### config.mk
export PLATFORM = sky130hd
export DESIGN_NAME = whitespace_tolerant_token_compare
export DESIGN_NICKNAME = d
export VERILOG_FILES = /design/src/rtl/core/wttc_pkg.sv /design/src/rtl/core/whitespace_tolerant_token_compare.sv /design/src/rtl/core/wttc_front.sv /design/src/rtl/core/wttc_cmd_fifo.sv /design/src/rtl/core/wttc_back.sv
export SDC_FILE = /design/constraint.sdc
export NUM_CORES = 1
export LEC_CHECK = 0
export ABC_AREA = 1
export BUFFER_PORTS_ARGS = -buffer_cell sky130_fd_sc_hd__buf_2
export CAP_MARGIN = 40
export CORE_MARGIN = 5
export CORE_UTILIZATION = 34
export CTS_BUF_LIST = sky130_fd_sc_hd__clkbuf_8 sky130_fd_sc_hd__clkbuf_16
export DETAILED_ROUTE_END_ITERATION = 12
export SLEW_MARGIN = 20
export SYNTH_ARGS = -nofsm -noshare
export SYNTH_HDL_FRONTEND = slang
export SYNTH_SLANG_ARGS = --single-unit
### constraint.sdc
create_clock -name clk -period 3 [get_ports clk]
set_clock_uncertainty 0.15 [all_clocks]
set_input_delay 0.3 -clock clk [delete_from_list [all_inputs] [get_ports clk]]
set_output_delay 0.3 -clock clk [all_outputs]
set_load 0.03 [all_outputs]
### src/rtl/core/wttc_pkg.sv
`default_nettype none

package wttc_pkg;

  // Input item kinds, carried on s_tuser.
  typedef enum logic [1:0] {
    OP_EXP_BYTE = 2'd0,
    OP_ACT_BYTE = 2'd1,
    OP_EXP_END  = 2'd2,
    OP_ACT_END  = 2'd3
  } op_t;

  // Class of the whitespace run that precedes a token byte.
  typedef enum logic [1:0] {
    SEP_NONE  = 2'd0,
    SEP_SPACE = 2'd1,
    SEP_LINE  = 2'd2
  } sep_t;

  typedef enum logic {
    CMD_BYTE    = 1'b0,
    CMD_VERDICT = 1'b1
  } cmd_kind_t;

  // A queued token byte: the separator class sits above the byte.
  typedef struct packed {
    sep_t       sep;
    logic [7:0] data;
  } entry_t;

  // Work handed from the classifier to the comparison engine.
  typedef struct packed {
    cmd_kind_t kind;
    logic      side;   // 0 expected, 1 actual
    entry_t    entry;
  } cmd_t;

  localparam logic [7:0] CH_TAB   = 8'h09;
  localparam logic [7:0] CH_LF    = 8'h0A;
  localparam logic [7:0] CH_VT    = 8'h0B;
  localparam logic [7:0] CH_FF    = 8'h0C;
  localparam logic [7:0] CH_CR    = 8'h0D;
  localparam logic [7:0] CH_SPACE = 8'h20;

  function automatic logic is_line_byte(input logic [7:0] b);
    return (b == CH_LF) || (b == CH_CR);
  endfunction

  function automatic logic is_white_byte(input logic [7:0] b);
    return (b == CH_SPACE) || (b == CH_TAB) || (b == CH_VT) || (b == CH_FF) ||
           is_line_byte(b);
  endfunction

endpackage

`default_nettype wire

### src/rtl/core/whitespace_tolerant_token_compare.sv
// Whitespace-tolerant token comparator.
// Input channel (s_*): one transfer per byte or end marker. s_tuser says what the
// transfer is (expected byte, actual byte, end of expected, end of actual) and
// s_tdata carries the byte. The two streams may be interleaved in any order.
// Output channel (m_*): one transfer per comparison, issued once both end markers
// have arrived; it reports whether the token sequences (with their separator
// classes) agree and whether a token queue overflowed.
// Throughput is one input transfer per cycle while the command queue has room,
// set by the classifier and the token queue, which does one push or one pop per
// byte. A verdict request is registered in the command queue, which hands it on,
// and the comparison engine registers the verdict and raises m_tvalid.
// A stalled result stays in the output register; byte transfers keep flowing
// past it, and only a second verdict waits, so s_tready falls once the two-entry
// command queue behind it is full.
// Reset (rst, synchronous) empties both queues and clears all stream state; no
// clearing pass is needed, so the block accepts data the cycle after reset.
`default_nettype none

module whitespace_tolerant_token_compare #(
  parameter int QUEUE_DEPTH = 64
) (
  input  wire logic       clk,
  input  wire logic       rst,
  input  wire logic       s_tvalid,
  output logic            s_tready,
  input  wire logic [7:0] s_tdata,   // [7:0] data_byte
  input  wire logic [1:0] s_tuser,   // [1:0] op
  output logic            m_tvalid,
  input  wire logic       m_tready,
  output logic [7:0]      m_tdata    // [0] match, [1] overflow, [7:2] zero
);

  // Front end: drops leading whitespace, folds whitespace runs into a class
  // and turns end markers into a verdict request.
  logic           front_push;
  wttc_pkg::cmd_t front_cmd;
  logic           fifo_full;
  logic           cmd_valid;
  logic           cmd_ready;
  wttc_pkg::cmd_t cmd;

  wttc_front u_front (
    .clk      (clk),
    .rst      (rst),
    .in_valid (s_tvalid),
    .in_ready (s_tready),
    .in_op    (s_tuser),
    .in_byte  (s_tdata),
    .cmd_full (fifo_full),
    .cmd_push (front_push),
    .cmd      (front_cmd)
  );

  // Short decoupling queue so that a stalled verdict does not stop the front.
  wttc_cmd_fifo u_cmd_fifo (
    .clk       (clk),
    .rst       (rst),
    .push      (front_push),
    .push_cmd  (front_cmd),
    .full      (fifo_full),
    .pop_valid (cmd_valid),
    .pop_ready (cmd_ready),
    .pop_cmd   (cmd)
  );

  // Back end: token queue, pairwise comparison and the result register.
  wttc_back #(
    .QUEUE_DEPTH (QUEUE_DEPTH)
  ) u_back (
    .clk       (clk),
    .rst       (rst),
    .cmd_valid (cmd_valid),
    .cmd_ready (cmd_ready),
    .cmd       (cmd),
    .m_tvalid  (m_tvalid),
    .m_tready  (m_tready),
    .m_tdata   (m_tdata)
  );

  // An overflow always forces a mismatch.
  a_ovf_no_match: assert property (@(posedge clk) disable iff (rst)
    m_tvalid |-> !(m_tdata[0] && m_tdata[1]))
    else $error("match reported together with overflow");

  // A fresh result only follows a verdict request taken by the back end.
  a_result_from_verdict: assert property (@(posedge clk) disable iff (rst)
    $rose(m_tvalid) |-> $past(cmd_valid && cmd_ready && cmd.kind == wttc_pkg::CMD_VERDICT))
    else $error("result without a verdict request");

  // Nothing is presented on the output right after reset.
  a_reset_idle: assert property (@(posedge clk)
    !rst && $past(rst) |-> !m_tvalid)
    else $error("output valid straight after reset");

endmodule

`default_nettype wire

### src/rtl/core/wttc_front.sv
`default_nettype none

module wttc_front (
  input  wire logic            clk,
  input  wire logic            rst,
  input  wire logic            in_valid,
  output logic                 in_ready,
  input  wire logic [1:0]      in_op,
  input  wire logic [7:0]      in_byte,
  input  wire logic            cmd_full,
  output logic                 cmd_push,
  output wttc_pkg::cmd_t       cmd
);

  logic           started [2];
  logic           started_next [2];
  wttc_pkg::sep_t pend [2];
  wttc_pkg::sep_t pend_next [2];
  logic           ended [2];
  logic           ended_next [2];
  logic           side;
  logic           white;
  logic           line;
  logic           accept;
  wttc_pkg::op_t  op;

  assign in_ready = !cmd_full;
  assign accept   = in_valid && in_ready;

  always_comb begin
    op    = wttc_pkg::op_t'(in_op);
    side  = in_op[0];
    white = wttc_pkg::is_white_byte(in_byte);
    line  = wttc_pkg::is_line_byte(in_byte);
    cmd_push         = 1'b0;
    cmd.kind         = wttc_pkg::CMD_BYTE;
    cmd.side         = side;
    cmd.entry.sep    = pend[side];
    cmd.entry.data   = in_byte;
    started_next     = started;
    pend_next        = pend;
    ended_next       = ended;
    if (accept) begin
      unique case (op)
        wttc_pkg::OP_EXP_BYTE, wttc_pkg::OP_ACT_BYTE: begin
          if (!ended[side]) begin
            if (white) begin
              // Whitespace before the first token is dropped; a line break wins.
              if (started[side] && (pend[side] == wttc_pkg::SEP_NONE || line)) begin
                pend_next[side] = line ? wttc_pkg::SEP_LINE : wttc_pkg::SEP_SPACE;
              end
            end else begin
              cmd_push          = 1'b1;
              pend_next[side]   = wttc_pkg::SEP_NONE;
              started_next[side] = 1'b1;
            end
          end
        end
        wttc_pkg::OP_EXP_END, wttc_pkg::OP_ACT_END: begin
          if (ended[!side]) begin
            // Both ends are in: ask for the verdict and start afresh.
            cmd_push     = 1'b1;
            cmd.kind     = wttc_pkg::CMD_VERDICT;
            started_next = '{1'b0, 1'b0};
            pend_next    = '{wttc_pkg::SEP_NONE, wttc_pkg::SEP_NONE};
            ended_next   = '{1'b0, 1'b0};
          end else begin
            ended_next[side] = 1'b1;
          end
        end
        default: begin
        end
      endcase
    end
  end

  always_ff @(posedge clk) begin
    if (rst) begin
      started <= '{1'b0, 1'b0};
      pend    <= '{wttc_pkg::SEP_NONE, wttc_pkg::SEP_NONE};
      ended   <= '{1'b0, 1'b0};
    end else begin
      started <= started_next;
      pend    <= pend_next;
      ended   <= ended_next;
    end
  end

endmodule

`default_nettype wire

### src/rtl/core/wttc_cmd_fifo.sv
`default_nettype none

module wttc_cmd_fifo (
  input  wire logic            clk,
  input  wire logic            rst,
  input  wire logic            push,
  input  wire wttc_pkg::cmd_t  push_cmd,
  output logic                 full,
  output logic                 pop_valid,
  input  wire logic            pop_ready,
  output wttc_pkg::cmd_t       pop_cmd
);

  wttc_pkg::cmd_t slot [2];
  logic           wp;
  logic           rp;
  logic [1:0]     level;
  logic           pop;

  assign full      = (level == 2'd2);
  assign pop_valid = (level != 2'd0);
  assign pop_cmd   = slot[rp];
  assign pop       = pop_valid && pop_ready;

  always_ff @(posedge clk) begin
    if (push) begin
      slot[wp] <= push_cmd;
    end
  end

  always_ff @(posedge clk) begin
    if (rst) begin
      wp    <= 1'b0;
      rp    <= 1'b0;
      level <= 2'd0;
    end else begin
      if (push) begin
        wp <= !wp;
      end
      if (pop) begin
        rp <= !rp;
      end
      unique case ({push, pop})
        2'b10:   level <= level + 2'd1;
        2'b01:   level <= level - 2'd1;
        default: level <= level;
      endcase
    end
  end

endmodule

`default_nettype wire

### src/rtl/core/wttc_back.sv
`default_nettype none

module wttc_back #(
  parameter int QUEUE_DEPTH = 64
) (
  input  wire logic            clk,
  input  wire logic            rst,
  input  wire logic            cmd_valid,
  output logic                 cmd_ready,
  input  wire wttc_pkg::cmd_t  cmd,
  output logic                 m_tvalid,
  input  wire logic            m_tready,
  output logic [7:0]           m_tdata
);

  localparam int AW = (QUEUE_DEPTH > 1) ? $clog2(QUEUE_DEPTH) : 1;
  localparam int CW = $clog2(QUEUE_DEPTH + 1);

  // Only the side that is ahead ever holds entries, so one queue serves both.
  wttc_pkg::entry_t mem [QUEUE_DEPTH];
  wttc_pkg::entry_t rd_q;
  logic [AW-1:0]    wr_ptr;
  logic [AW-1:0]    rd_ptr;
  logic [AW-1:0]    rd_addr;
  logic [CW-1:0]    count;
  logic             owner;
  logic             mismatch;
  logic             ovf;
  logic             res_match;
  logic             res_ovf;
  logic             take;
  logic             is_byte;
  logic             verdict;
  logic             same_side;
  logic             q_full;
  logic             wr_en;
  logic             pop;

  function automatic logic [AW-1:0] ptr_inc(input logic [AW-1:0] p);
    return (p == AW'(QUEUE_DEPTH - 1)) ? '0 : p + 1'b1;
  endfunction

  assign cmd_ready = (cmd.kind == wttc_pkg::CMD_BYTE) || !m_tvalid || m_tready;
  assign take      = cmd_valid && cmd_ready;
  assign is_byte   = take && (cmd.kind == wttc_pkg::CMD_BYTE);
  assign verdict   = take && (cmd.kind == wttc_pkg::CMD_VERDICT);
  assign same_side = (count == '0) || (owner == cmd.side);
  assign q_full    = (count == CW'(QUEUE_DEPTH));
  assign wr_en     = is_byte && same_side && !q_full;
  assign pop       = is_byte && !same_side;
  assign m_tdata   = {6'b0, res_ovf, res_match};

  always_comb begin
    priority if (verdict) begin
      rd_addr = '0;
    end else if (pop) begin
      rd_addr = ptr_inc(rd_ptr);
    end else begin
      rd_addr = rd_ptr;
    end
  end

  always_ff @(posedge clk) begin
    if (wr_en) begin
      mem[wr_ptr] <= cmd.entry;
    end
  end

  // rd_q always holds the head entry; a write to the head address is forwarded.
  always_ff @(posedge clk) begin
    if (wr_en && (wr_ptr == rd_addr)) begin
      rd_q <= cmd.entry;
    end else begin
      rd_q <= mem[rd_addr];
    end
  end

  always_ff @(posedge clk) begin
    if (rst) begin
      wr_ptr   <= '0;
      rd_ptr   <= '0;
      count    <= '0;
      owner    <= 1'b0;
      mismatch <= 1'b0;
      ovf      <= 1'b0;
      m_tvalid <= 1'b0;
    end else begin
      if (verdict) begin
        wr_ptr   <= '0;
        rd_ptr   <= '0;
        count    <= '0;
        owner    <= 1'b0;
        mismatch <= 1'b0;
        ovf      <= 1'b0;
        m_tvalid <= 1'b1;
      end else begin
        if (m_tready) begin
          m_tvalid <= 1'b0;
        end
        if (is_byte && same_side && q_full) begin
          ovf <= 1'b1;
        end
        if (wr_en) begin
          wr_ptr <= ptr_inc(wr_ptr);
          count  <= count + 1'b1;
          owner  <= cmd.side;
        end
        if (pop) begin
          rd_ptr <= rd_addr;
          count  <= count - 1'b1;
          if (rd_q != cmd.entry) begin
            mismatch <= 1'b1;
          end
        end
      end
    end
  end

  always_ff @(posedge clk) begin
    if (verdict) begin
      res_match <= !mismatch && !ovf && (count == '0);
      res_ovf   <= ovf;
    end
  end

endmodule

`default_nettype wire

==> qor.json, run 1 <==
{
  "maxCapViolations": 0,
  "synthToLayoutAreaGrowth_pct": 15.6,
  "crit_path_category": "flip-flop to flip-flop",
  "period_utilisation_layout_pct": 91.0,
  "p_total_mw": 29.5,
  "tritoncts_num_sinks": 708,
  "worst_r2r_path_depth": 17,
  "first_global_vias": 18951,
  "clk_transition_reported_paths_ps": 60,
  "async_reset_ff_share_pct": 0,
  "drt_first_pass_iters": 5,
  "ys_seq_elements": 708,
  "synth_top_flop_cell": "sky130_fd_sc_hd__edfxtp_1",
  "fp-row-count": 108,
  "antenna_found_initial": 0,
  "place.port_buffers": 17,
  "synth_compound_gate_area_share_pct": 1.78,
  "initial_utilization_pct": 34.1,
  "crit_chain": "buf_12 > buf_12 > nand2_1 > nand3_1 > nand3_1 > nand2_1 > nand2_1 > nand3_1 > nand3_1 > nand2_1 > nand2_1 > nand2_1 > nand2_1 > nor2_1 > nand3_1 > nand2_1 > a21oi_1",
  "number_of_flops_mapped_to_enable_cells_by_yosys": 666,
  "critical-path-max-stage-delay_ps": 480,
  "yosys.area_share.adder_pct": 0.169,
  "rrSetupSlack_ps": 270,
  "cts_buffers": 74,
  "core_mm2": 0.0865,
  "postSynthAreaPerCell_um2": 11.2,
  "setup.worst_path.start_class": "flip-flop",
  "p_leak_nw": 12.4,
  "highest_delay_cell_along_the_critical_path": "sky130_fd_sc_hd__dfxtp_4",
  "detail_route.wl_per_cell_um": 18.9,
  "yosys.area_share.simple_pct": 23.4,
  "post_synth_inst_count": 2639,
  "final_cells": 3963,
  "cts-resized-gates": 0,
  "critical_path.most_common_cell": "sky130_fd_sc_hd__nand2_1",
  "grt.overflow.total": 0,
  "setup.worst_path.end": "u_back.mismatch",
  "arrival_ps": 3070,
  "detailed_place.area_mm2": 0.0317,
  "slew_headroom_pct": 38.1,
  "hpwl_mm": 45.2,
  "worst_r2r_endpoint": "u_back.mismatch",
  "num_antenna_cells": 0,
  "tightestPinTransition_ps": 918,
  "synthXorXnorAreaFrac_pct": 0.301,
  "post-route-drc-count": 0,
  "grt_first_pass_wirelength_mm": 114,
  "num-nets-final": 2771,
  "yosys.cell_types.count": 48,
  "synth-seq-area-share_pct": 70.6,
  "worst-endpoint-required_ps": 3340,
  "post_synth_instance_area_mm2": 0.0295,
  "top_level_ports": 24,
  "finalMaxSlewViolations": 0,
  "cp_max_fo": 49,
  "worst_ir_drop_vdd_mv": 0.701,
  "rsz0062_at_grt": "false",
  "timing.final.hold_violations": 0,
  "ys_warn_count": 0,
  "post_synthesis_mux_area_share_pct": 0,
  "combinational_family_with_the_most_area_after_synthesis": "simple AND/OR/NAND/NOR gates",
  "cts_setup_buffers": 0,
  "synth_largest_type_area_fraction_pct": 67.7,
  "cts_root_buffer": "sky130_fd_sc_hd__clkbuf_16",
  "finish.instance_area_mm2": 0.0341,
  "timing.final.setup_violations": 0,
  "finalCriticalPeriod_ps": 2730,
  "status": "complete, no violations",
  "antenna_violating_nets_left": 0,
  "synthTopCellsByArea": "sky130_fd_sc_hd__edfxtp_1 (68%), sky130_fd_sc_hd__nand2_1 (11%), sky130_fd_sc_hd__nand3_1 (9.5%)",
  "hp-class": "primary input to flip-flop",
  "worstSetupEndpointType": "flip-flop",
  "tns_ps": 0,
  "synth_top_cell_by_area": "sky130_fd_sc_hd__edfxtp_1",
  "vias_per_cell": 4.96,
  "die_y_um": 305,
  "worst_skew_pair.late_latency_ps": 630,
  "clock_tree_from_tritoncts": "done",
  "h_tree_levels": 3,
  "via_count": 19651,
  "fmaxAchievable_ghz": 0.366,
  "detail_route.iter0.violations": 1836,
  "floorplan_die_area_mm2": 0.0928,
  "gp_routability_congestion": 0.859,
  "layout-drive-gt1-share_pct": 11.7,
  "cts-root-to-sink-buffers": 3,
  "cellPowerDensity_mw_per_mm2": 864,
  "finalWirelength_mm": 75.0,
  "grtUsageTotal_pct": 15.7,
  "placed_cells": 3819,
  "grt_start_max_net_pins": 91,
  "dieWidth_um": 305
}
[flip-flops by register name, summed over array words and instances, names as in the netlist, 2 cells and up, named ones only]
| signal | cells |
|---|---|
| u_cmd_fifo.level | 2 |
| u_front.started | 2 |
| u_back.rd_ptr | 6 |
| u_cmd_fifo.slot | 24 |
| u_back.count | 7 |
| u_front.pend | 4 |
| u_back.wr_ptr | 6 |
| u_front.ended | 2 |
| u_back.mem | 640 |
[cell usage in the layout, fill, tap and decap left out, types with 3 or more instances in the layout]
cell	netlist	final
sky130_fd_sc_hd__nand3_1	558	558
sky130_fd_sc_hd__nor2_1	116	116
sky130_fd_sc_hd__buf_4	35	131
sky130_fd_sc_hd__xor2_1	5	5
sky130_fd_sc_hd__o21ai_0	40	40
sky130_fd_sc_hd__clkinv_1	3	24
sky130_fd_sc_hd__clkbuf_16	0	75
sky130_fd_sc_hd__a31oi_1	3	3
sky130_fd_sc_hd__dfxtp_4	0	3
sky130_fd_sc_hd__buf_12	0	23
sky130_fd_sc_hd__inv_6	1	5
sky130_fd_sc_hd__buf_2	64	17
sky130_fd_sc_hd__conb_1	1	6
sky130_fd_sc_hd__o211ai_2	3	3
sky130_fd_sc_hd__a21oi_1	25	25
sky130_fd_sc_hd__dlygate4sd3_1	0	13
sky130_fd_sc_hd__o211ai_1	6	6
sky130_fd_sc_hd__ha_1	4	4
sky130_fd_sc_hd__nand3_2	3	3
sky130_fd_sc_hd__nor3_1	7	7
sky130_fd_sc_hd__nand2_2	5	5
sky130_fd_sc_hd__clkinv_8	0	3
sky130_fd_sc_hd__inv_2	7	17
sky130_fd_sc_hd__or2_2	10	10
sky130_fd_sc_hd__inv_1	58	59
sky130_fd_sc_hd__dfxtp_1	42	39
sky130_fd_sc_hd__clkinv_2	0	7
sky130_fd_sc_hd__edfxtp_1	666	666
sky130_fd_sc_hd__nand4_1	5	5
sky130_fd_sc_hd__bufinv_16	0	5
sky130_fd_sc_hd__nand2_1	890	890
sky130_fd_sc_hd__nand2_4	3	3
[per-layer routing]
layer / wire length [um] / part of all wire (%) / GRT usage [%]
met3: 4750 / 6.3 / 2.97
met1: 32800 / 44 / 21.6
met4: 2160 / 2.9 / 5.00
met2: 35300 / 47 / 25.5
met5: 0 / 0 / 0
[cell families after synthesis]
| family | count (synthesis) |
|---|---|
| adders and majority gates | 4 |
| buffers and inverters | 222 |
| xor gates and xnor gates | 8 |
| AOI/OAI and AO/OA | 88 |
| and+or+nand+nor | 1608 |
| DFF | 708 |
| other | 1 |
[per-stage QoR]
step / worst slack, ps / hold slack, ps / util, %
floorplan: 577 / 249 / -
global placement: 280 / 287 / 36.6
detailed placement: 264 / 293 / 36.7
CTS: 277 / 103 / 39.5
global route: 57.9 / 141 / 39.5
finish: 269 / 126 / 39.5
[critical path: cells and delay by family, from the launching register on]
family	cells	cell delay [ps]
buffers and inverters	2	520
AND/OR/NAND/NOR	14	1320
flip-flops	1	480
AO/OA/AOI/OAI	1	50
[final cells by class]
type | count | area, um^2
clock buffers | 77 | 1900
clock inverters | 54 | 413
fillers | 8227 | 52300
inverters | 71 | 282
multi-input cells | 1714 | 7590
flip-flops and latches | 708 | 20900
well taps | 1155 | 1450
repair buffers | 184 | 1660
[report_power, final]
part / switching (mW) / internal (mW) / leakage (nW)
logic: 6.05 / 2.32 / 4.91
clock network: 3.76 / 5.03 / 1.17
registers: 0.189 / 12.2 / 6.32
total: 9.99 / 19.5 / 12.4
[worst min path at each step]
stage / start / end / slack, ps / cells past startpoint
floorplan: s_tdata[0] / u_cmd_fifo.slot[0][0] / 250 / 0
global placement: u_cmd_fifo.rp / u_cmd_fifo.rp / 290 / 1
detailed placement: u_cmd_fifo.rp / u_cmd_fifo.rp / 290 / 1
CTS: m_tready / u_cmd_fifo.rp / 100 / 4
global route: m_tready / u_cmd_fifo.rp / 140 / 4
finish: m_tready / flip-flop / 130 / 4
[cell usage after synthesis (2+ instances only)]
cell,instances
sky130_fd_sc_hd__a31oi_1,3
sky130_fd_sc_hd__o211ai_2,3
sky130_fd_sc_hd__or2_2,10
sky130_fd_sc_hd__a211oi_1,2
sky130_fd_sc_hd__nand4_1,5
sky130_fd_sc_hd__xor2_1,5
sky130_fd_sc_hd__buf_4,35
sky130_fd_sc_hd__nand3_1,558
sky130_fd_sc_hd__nor2_4,2
sky130_fd_sc_hd__buf_6,8
sky130_fd_sc_hd__clkinv_1,3
sky130_fd_sc_hd__nand3_2,3
sky130_fd_sc_hd__o21a_1,2
sky130_fd_sc_hd__clkbuf_1,31
sky130_fd_sc_hd__ha_1,4
sky130_fd_sc_hd__inv_1,58
sky130_fd_sc_hd__inv_4,2
sky130_fd_sc_hd__xnor2_1,2
sky130_fd_sc_hd__o21ai_2,2
sky130_fd_sc_hd__inv_2,7
sky130_fd_sc_hd__edfxtp_1,666
sky130_fd_sc_hd__nand2_1,890
sky130_fd_sc_hd__buf_2,64
sky130_fd_sc_hd__buf_1,13
sky130_fd_sc_hd__nor2_1,116
sky130_fd_sc_hd__dfxtp_1,42
sky130_fd_sc_hd__o21ai_0,40
sky130_fd_sc_hd__nand2_2,5
sky130_fd_sc_hd__a21oi_1,25
sky130_fd_sc_hd__o211ai_1,6
sky130_fd_sc_hd__nand2_4,3
sky130_fd_sc_hd__nor2_2,2
sky130_fd_sc_hd__nor3_1,7
[repair_timing]
action / 4_1_cts / 5_1_grt
endpoints found under the setup margin: 0 / 0
hold endpoints to repair: 27 / 0
hold buffers: 13 / 0
Power figures use the tool's default switching activity.
==> run 2, diff against run 1 <==
--- a/config.mk
+++ b/config.mk
@@ -11,8 +11,8 @@
 export CORE_MARGIN = 5
 export CORE_UTILIZATION = 34
 export CTS_BUF_LIST = sky130_fd_sc_hd__clkbuf_8 sky130_fd_sc_hd__clkbuf_16
+export CTS_CLUSTER_DIAMETER = 40
 export DETAILED_ROUTE_END_ITERATION = 12
-export SLEW_MARGIN = 20
 export SYNTH_ARGS = -nofsm -noshare
 export SYNTH_HDL_FRONTEND = slang
 export SYNTH_SLANG_ARGS = --single-unit
==> constraint.sdc (replaced) <==
create_clock -name clk -period 3.45 [get_ports clk]
set_clock_uncertainty 0.15 [all_clocks]
set_input_delay 0.345 -clock clk [delete_from_list [all_inputs] [get_ports clk]]
set_output_delay 0.345 -clock clk [all_outputs]
set_load 0.03 [all_outputs]
==> run 2 against run 1 <==
Hold slack gained 180 ps. Non-clock buffer count shrank 28. Total power shrank 3.5%. Combinational power shrank 15%.
==> qor.json, run 2 (synthesis gave the netlist of run 1 again) <==
{
  "status": {"value": "complete, no violations", "change": "unchanged"},
  "place_worst_setup_slack": {"value": 656, "unit": "ps", "change": "was 264 ps"},
  "maxCapViolations": {"value": 0, "change": "unchanged"},
  "timing.final.hold_violations": {"value": 0, "change": "unchanged"},
  "initial_utilization": {"value": 34.1, "unit": "%", "change": "unchanged"},
  "hpwl": {"value": 44.3, "unit": "mm", "change": "was 45.2 mm"},
  "detail_route.wl_per_cell": {"value": 18.8, "unit": "um", "change": "was 18.9 um"},
  "hp-class": {"value": "primary input to flip-flop", "change": "unchanged"},
  "post-route-drc-count": {"value": 0, "change": "unchanged"},
  "cp_max_fo": {"value": 71, "change": "was 49"},
  "antenna_violating_nets_left": {"value": 0, "change": "unchanged"},
  "num_antenna_cells": {"value": 0, "change": "unchanged"},
  "top_level_ports": {"value": 24, "change": "unchanged"},
  "mostFrequentLayoutCell": {"value": "sky130_fd_sc_hd__nand2_1", "change": "unchanged"},
  "finalCoreUtilization": {"value": 40.6, "unit": "%", "change": "was 39.5%"},
  "clk_transition_reported_paths": {"value": 60, "unit": "ps", "change": "about the same"},
  "placed_cells": {"value": 3790, "change": "was 3,819"},
  "final_cell_mix": {"value": "sky130_fd_sc_hd__nand2_1 (890), sky130_fd_sc_hd__edfxtp_1 (666), sky130_fd_sc_hd__nand3_1 (558)", "change": "unchanged"},
  "rsz0062_at_grt": {"value": "false", "change": "unchanged"},
  "cts-resized-gates": {"value": 0, "change": "unchanged"},
  "vias_per_cell": {"value": 4.96, "change": "about the same"},
  "finalCriticalPeriod": {"value": 2830, "unit": "ps", "change": "was 2730 ps"},
  "holdBufCountCts": {"value": 14, "change": "was 13"},
  "slew_headroom": {"value": 30.2, "unit": "%", "change": "was 38.1%"},
  "detail_route.iter0.violations": {"value": 1795, "change": "was 1,836"},
  "fp-row-count": {"value": 108, "change": "unchanged"},
  "p_total": {"value": 28.5, "unit": "mW", "change": "was 29.5 mW"},
  "largest_reg_flops": {"value": 640, "change": "unchanged"},
  "biggestRegsByFlops": {"value": "u_back.mem: 640 flops, u_cmd_fifo.slot: 24 flops, u_back.count: 7 flops", "change": "unchanged"},
  "final_cells": {"value": 3994, "change": "was 3,963"},
  "period_utilisation_layout": {"value": 81.9, "unit": "%", "change": "was 91.0%"},
  "synthToLayoutAreaGrowth": {"value": 18.9, "unit": "%", "change": "was 15.6%"},
  "num-nets-final": {"value": 2770, "change": "was 2,771"},
  "p_leak": {"value": 12.8, "unit": "nW", "change": "was 12.4 nW"},
  "antenna_found_initial": {"value": 0, "change": "unchanged"},
  "layout-drive-gt1-share": {"value": 13.1, "unit": "%", "change": "was 11.7%"},
  "grt_first_pass_wirelength": {"value": 115, "unit": "mm", "change": "was 114 mm"},
  "setup.worst_path.start_class": {"value": "flip-flop", "change": "unchanged"},
  "worst_ir_drop_vdd": {"value": 0.559, "unit": "mV", "change": "was 0.701 mV"},
  "core": {"value": 0.0865, "unit": "mm^2", "change": "unchanged"},
  "worstSetupEndpointType": {"value": "flip-flop", "change": "unchanged"},
  "clock_tree_from_tritoncts": {"value": "done", "change": "unchanged"},
  "drt_first_pass_iters": {"value": 7, "change": "was 5"},
  "via_count": {"value": 19817, "change": "was 19,651"},
  "worst_r2r_path_depth": {"value": 17, "change": "unchanged"},
  "timing.final.setup_violations": {"value": 0, "change": "unchanged"},
  "grtUsageTotal": {"value": 15.8, "unit": "%", "change": "was 15.7%"},
  "regMostFlops": {"value": "u_back.mem", "change": "unchanged"},
  "tns": {"value": 0, "unit": "ps", "change": "unchanged"},
  "die_y": {"value": 305, "unit": "um", "change": "unchanged"},
  "dieWidth": {"value": 305, "unit": "um", "change": "unchanged"},
  "place.port_buffers": {"value": 17, "change": "unchanged"},
  "finalMaxSlewViolations": {"value": 0, "change": "unchanged"},
  "grt.overflow.total": {"value": 0, "change": "unchanged"},
  "h_tree_levels": {"value": 3, "change": "unchanged"},
  "arrival": {"value": 3170, "unit": "ps", "change": "was 3070 ps"},
  "worst-endpoint-required": {"value": 3790, "unit": "ps", "change": "was 3340 ps"},
  "cts-root-to-sink-buffers": {"value": 3, "change": "unchanged"},
  "tritoncts_num_sinks": {"value": 708, "change": "unchanged"},
  "postLayoutSetupSlackWorst": {"value": 623, "unit": "ps", "change": "was 269 ps"},
  "cts_buffers": {"value": 101, "change": "was 74"},
  "fmaxAchievable": {"value": 0.354, "unit": "GHz", "change": "was 0.366 GHz"},
  "crit_path_category": {"value": "flip-flop to flip-flop", "change": "unchanged"},
  "first_global_vias": {"value": 18799, "change": "was 18,951"},
  "cts_setup_buffers": {"value": 0, "change": "unchanged"},
  "floorplan_die_area": {"value": 0.0928, "unit": "mm^2", "change": "unchanged"},
  "finalWirelength": {"value": 75.2, "unit": "mm", "change": "was 75.0 mm"},
  "cts_root_buffer": {"value": "sky130_fd_sc_hd__clkbuf_16", "change": "unchanged"},
  "gp_routability_congestion": {"value": 0.837, "change": "was 0.859"},
  "cellPowerDensity": {"value": 811, "unit": "mW/mm^2", "change": "was 864 mW/mm^2"},
  "tightestPinTransition": {"value": 1040, "unit": "ps", "change": "was 918 ps"},
  "grt_start_max_net_pins": {"value": 143, "change": "was 91"},
  "hold_depth": {"value": 2, "change": "was 4"},
  "worst_skew_pair.late_latency": {"value": 660, "unit": "ps", "change": "was 630 ps"}
}
## run 2: cell types whose count changed in the layout (fill, tap and decap cells not counted), moves of 4 or more
cell | previous run | this run
sky130_fd_sc_hd__clkinv_1 | 24 | 12
sky130_fd_sc_hd__buf_4 | 131 | 106
sky130_fd_sc_hd__clkinv_2 | 7 | 14
sky130_fd_sc_hd__buf_12 | 23 | 19
sky130_fd_sc_hd__bufinv_16 | 5 | 14
sky130_fd_sc_hd__inv_8 | 1 | 6
sky130_fd_sc_hd__clkbuf_16 | 75 | 105
sky130_fd_sc_hd__clkinv_4 | 1 | 7
sky130_fd_sc_hd__clkinvlp_4 | 2 | 8
sky130_fd_sc_hd__inv_6 | 5 | 18
## run 2: power by group
| group | internal (mW) | total [mW] | switching, mW |
|---|---|---|---|
| Combinational | 1.83 | 7.12 | 5.29 |
| Sequential | 10.6 | 10.7 | 0.151 |
| Clock | 6.67 | 10.6 | 3.96 |
| Total | 19.1 | 28.5 | 9.40 |
## run 2: metrics by stage
step                      hold slack [ps]  instance area [um^2]
after floorplan                       276                 29500
after global routing                  302                 35100
after CTS                             261                 35100
after global placement                286                 31400
final                                 301                 35100
after detailed placement              292                 31400
## run 2: cell type report
| type | instances | area (um^2) |
|---|---|---|
| clock buffer | 105 | 2630 |
| sequential | 708 | 20900 |
| tap | 1155 | 1450 |
| timing repair buffer | 156 | 1400 |
| clock inverter | 85 | 921 |
| inverter | 71 | 282 |
| fill | 8098 | 51400 |
| multi-input combinational | 1714 | 7590 |
## run 2: path summary, 6_finish.rpt
| path | from | to | slack, ps |
|---|---|---|---|
| hold / removal | s_tdata[7] | u_cmd_fifo.slot[1][7] | 300 |
| setup reg to reg | flip-flop | u_back.mismatch | 620 |
| setup / recovery | flip-flop | u_back.mismatch | 620 |
| hold reg to reg | u_front.started[1] | u_front.started[1] | 300 |
## run 2: critical path, cell delays in order, from the launching register on
cell and delay [ps]:
sky130_fd_sc_hd__dfxtp_4 390, sky130_fd_sc_hd__inv_8 370, sky130_fd_sc_hd__buf_12 280, sky130_fd_sc_hd__nand2_1 70, sky130_fd_sc_hd__nand3_1 70, sky130_fd_sc_hd__nand3_1 140, sky130_fd_sc_hd__nand2_1 160, sky130_fd_sc_hd__nand2_1 70
sky130_fd_sc_hd__nand3_1 150, sky130_fd_sc_hd__nand3_1 170, sky130_fd_sc_hd__nand2_1 120, sky130_fd_sc_hd__nand2_1 50, sky130_fd_sc_hd__nand2_1 80, sky130_fd_sc_hd__nand2_1 60, sky130_fd_sc_hd__nor2_1 100, sky130_fd_sc_hd__nand3_1 90
sky130_fd_sc_hd__nand2_1 60, sky130_fd_sc_hd__a21oi_1 60
## run 2: layer usage
| metal | global-route usage (%) | up-vias | routed length [um] |
|---|---|---|---|
| met5 | 0 | - | 0 |
| met4 | 4.91 | 0 | 1820 |
| met3 | 2.58 | 112 | 5710 |
| met2 | 25.5 | 715 | 35200 |
| met1 | 22.2 | 9538 | 32500 |
| li1 | - | 9452 | - |
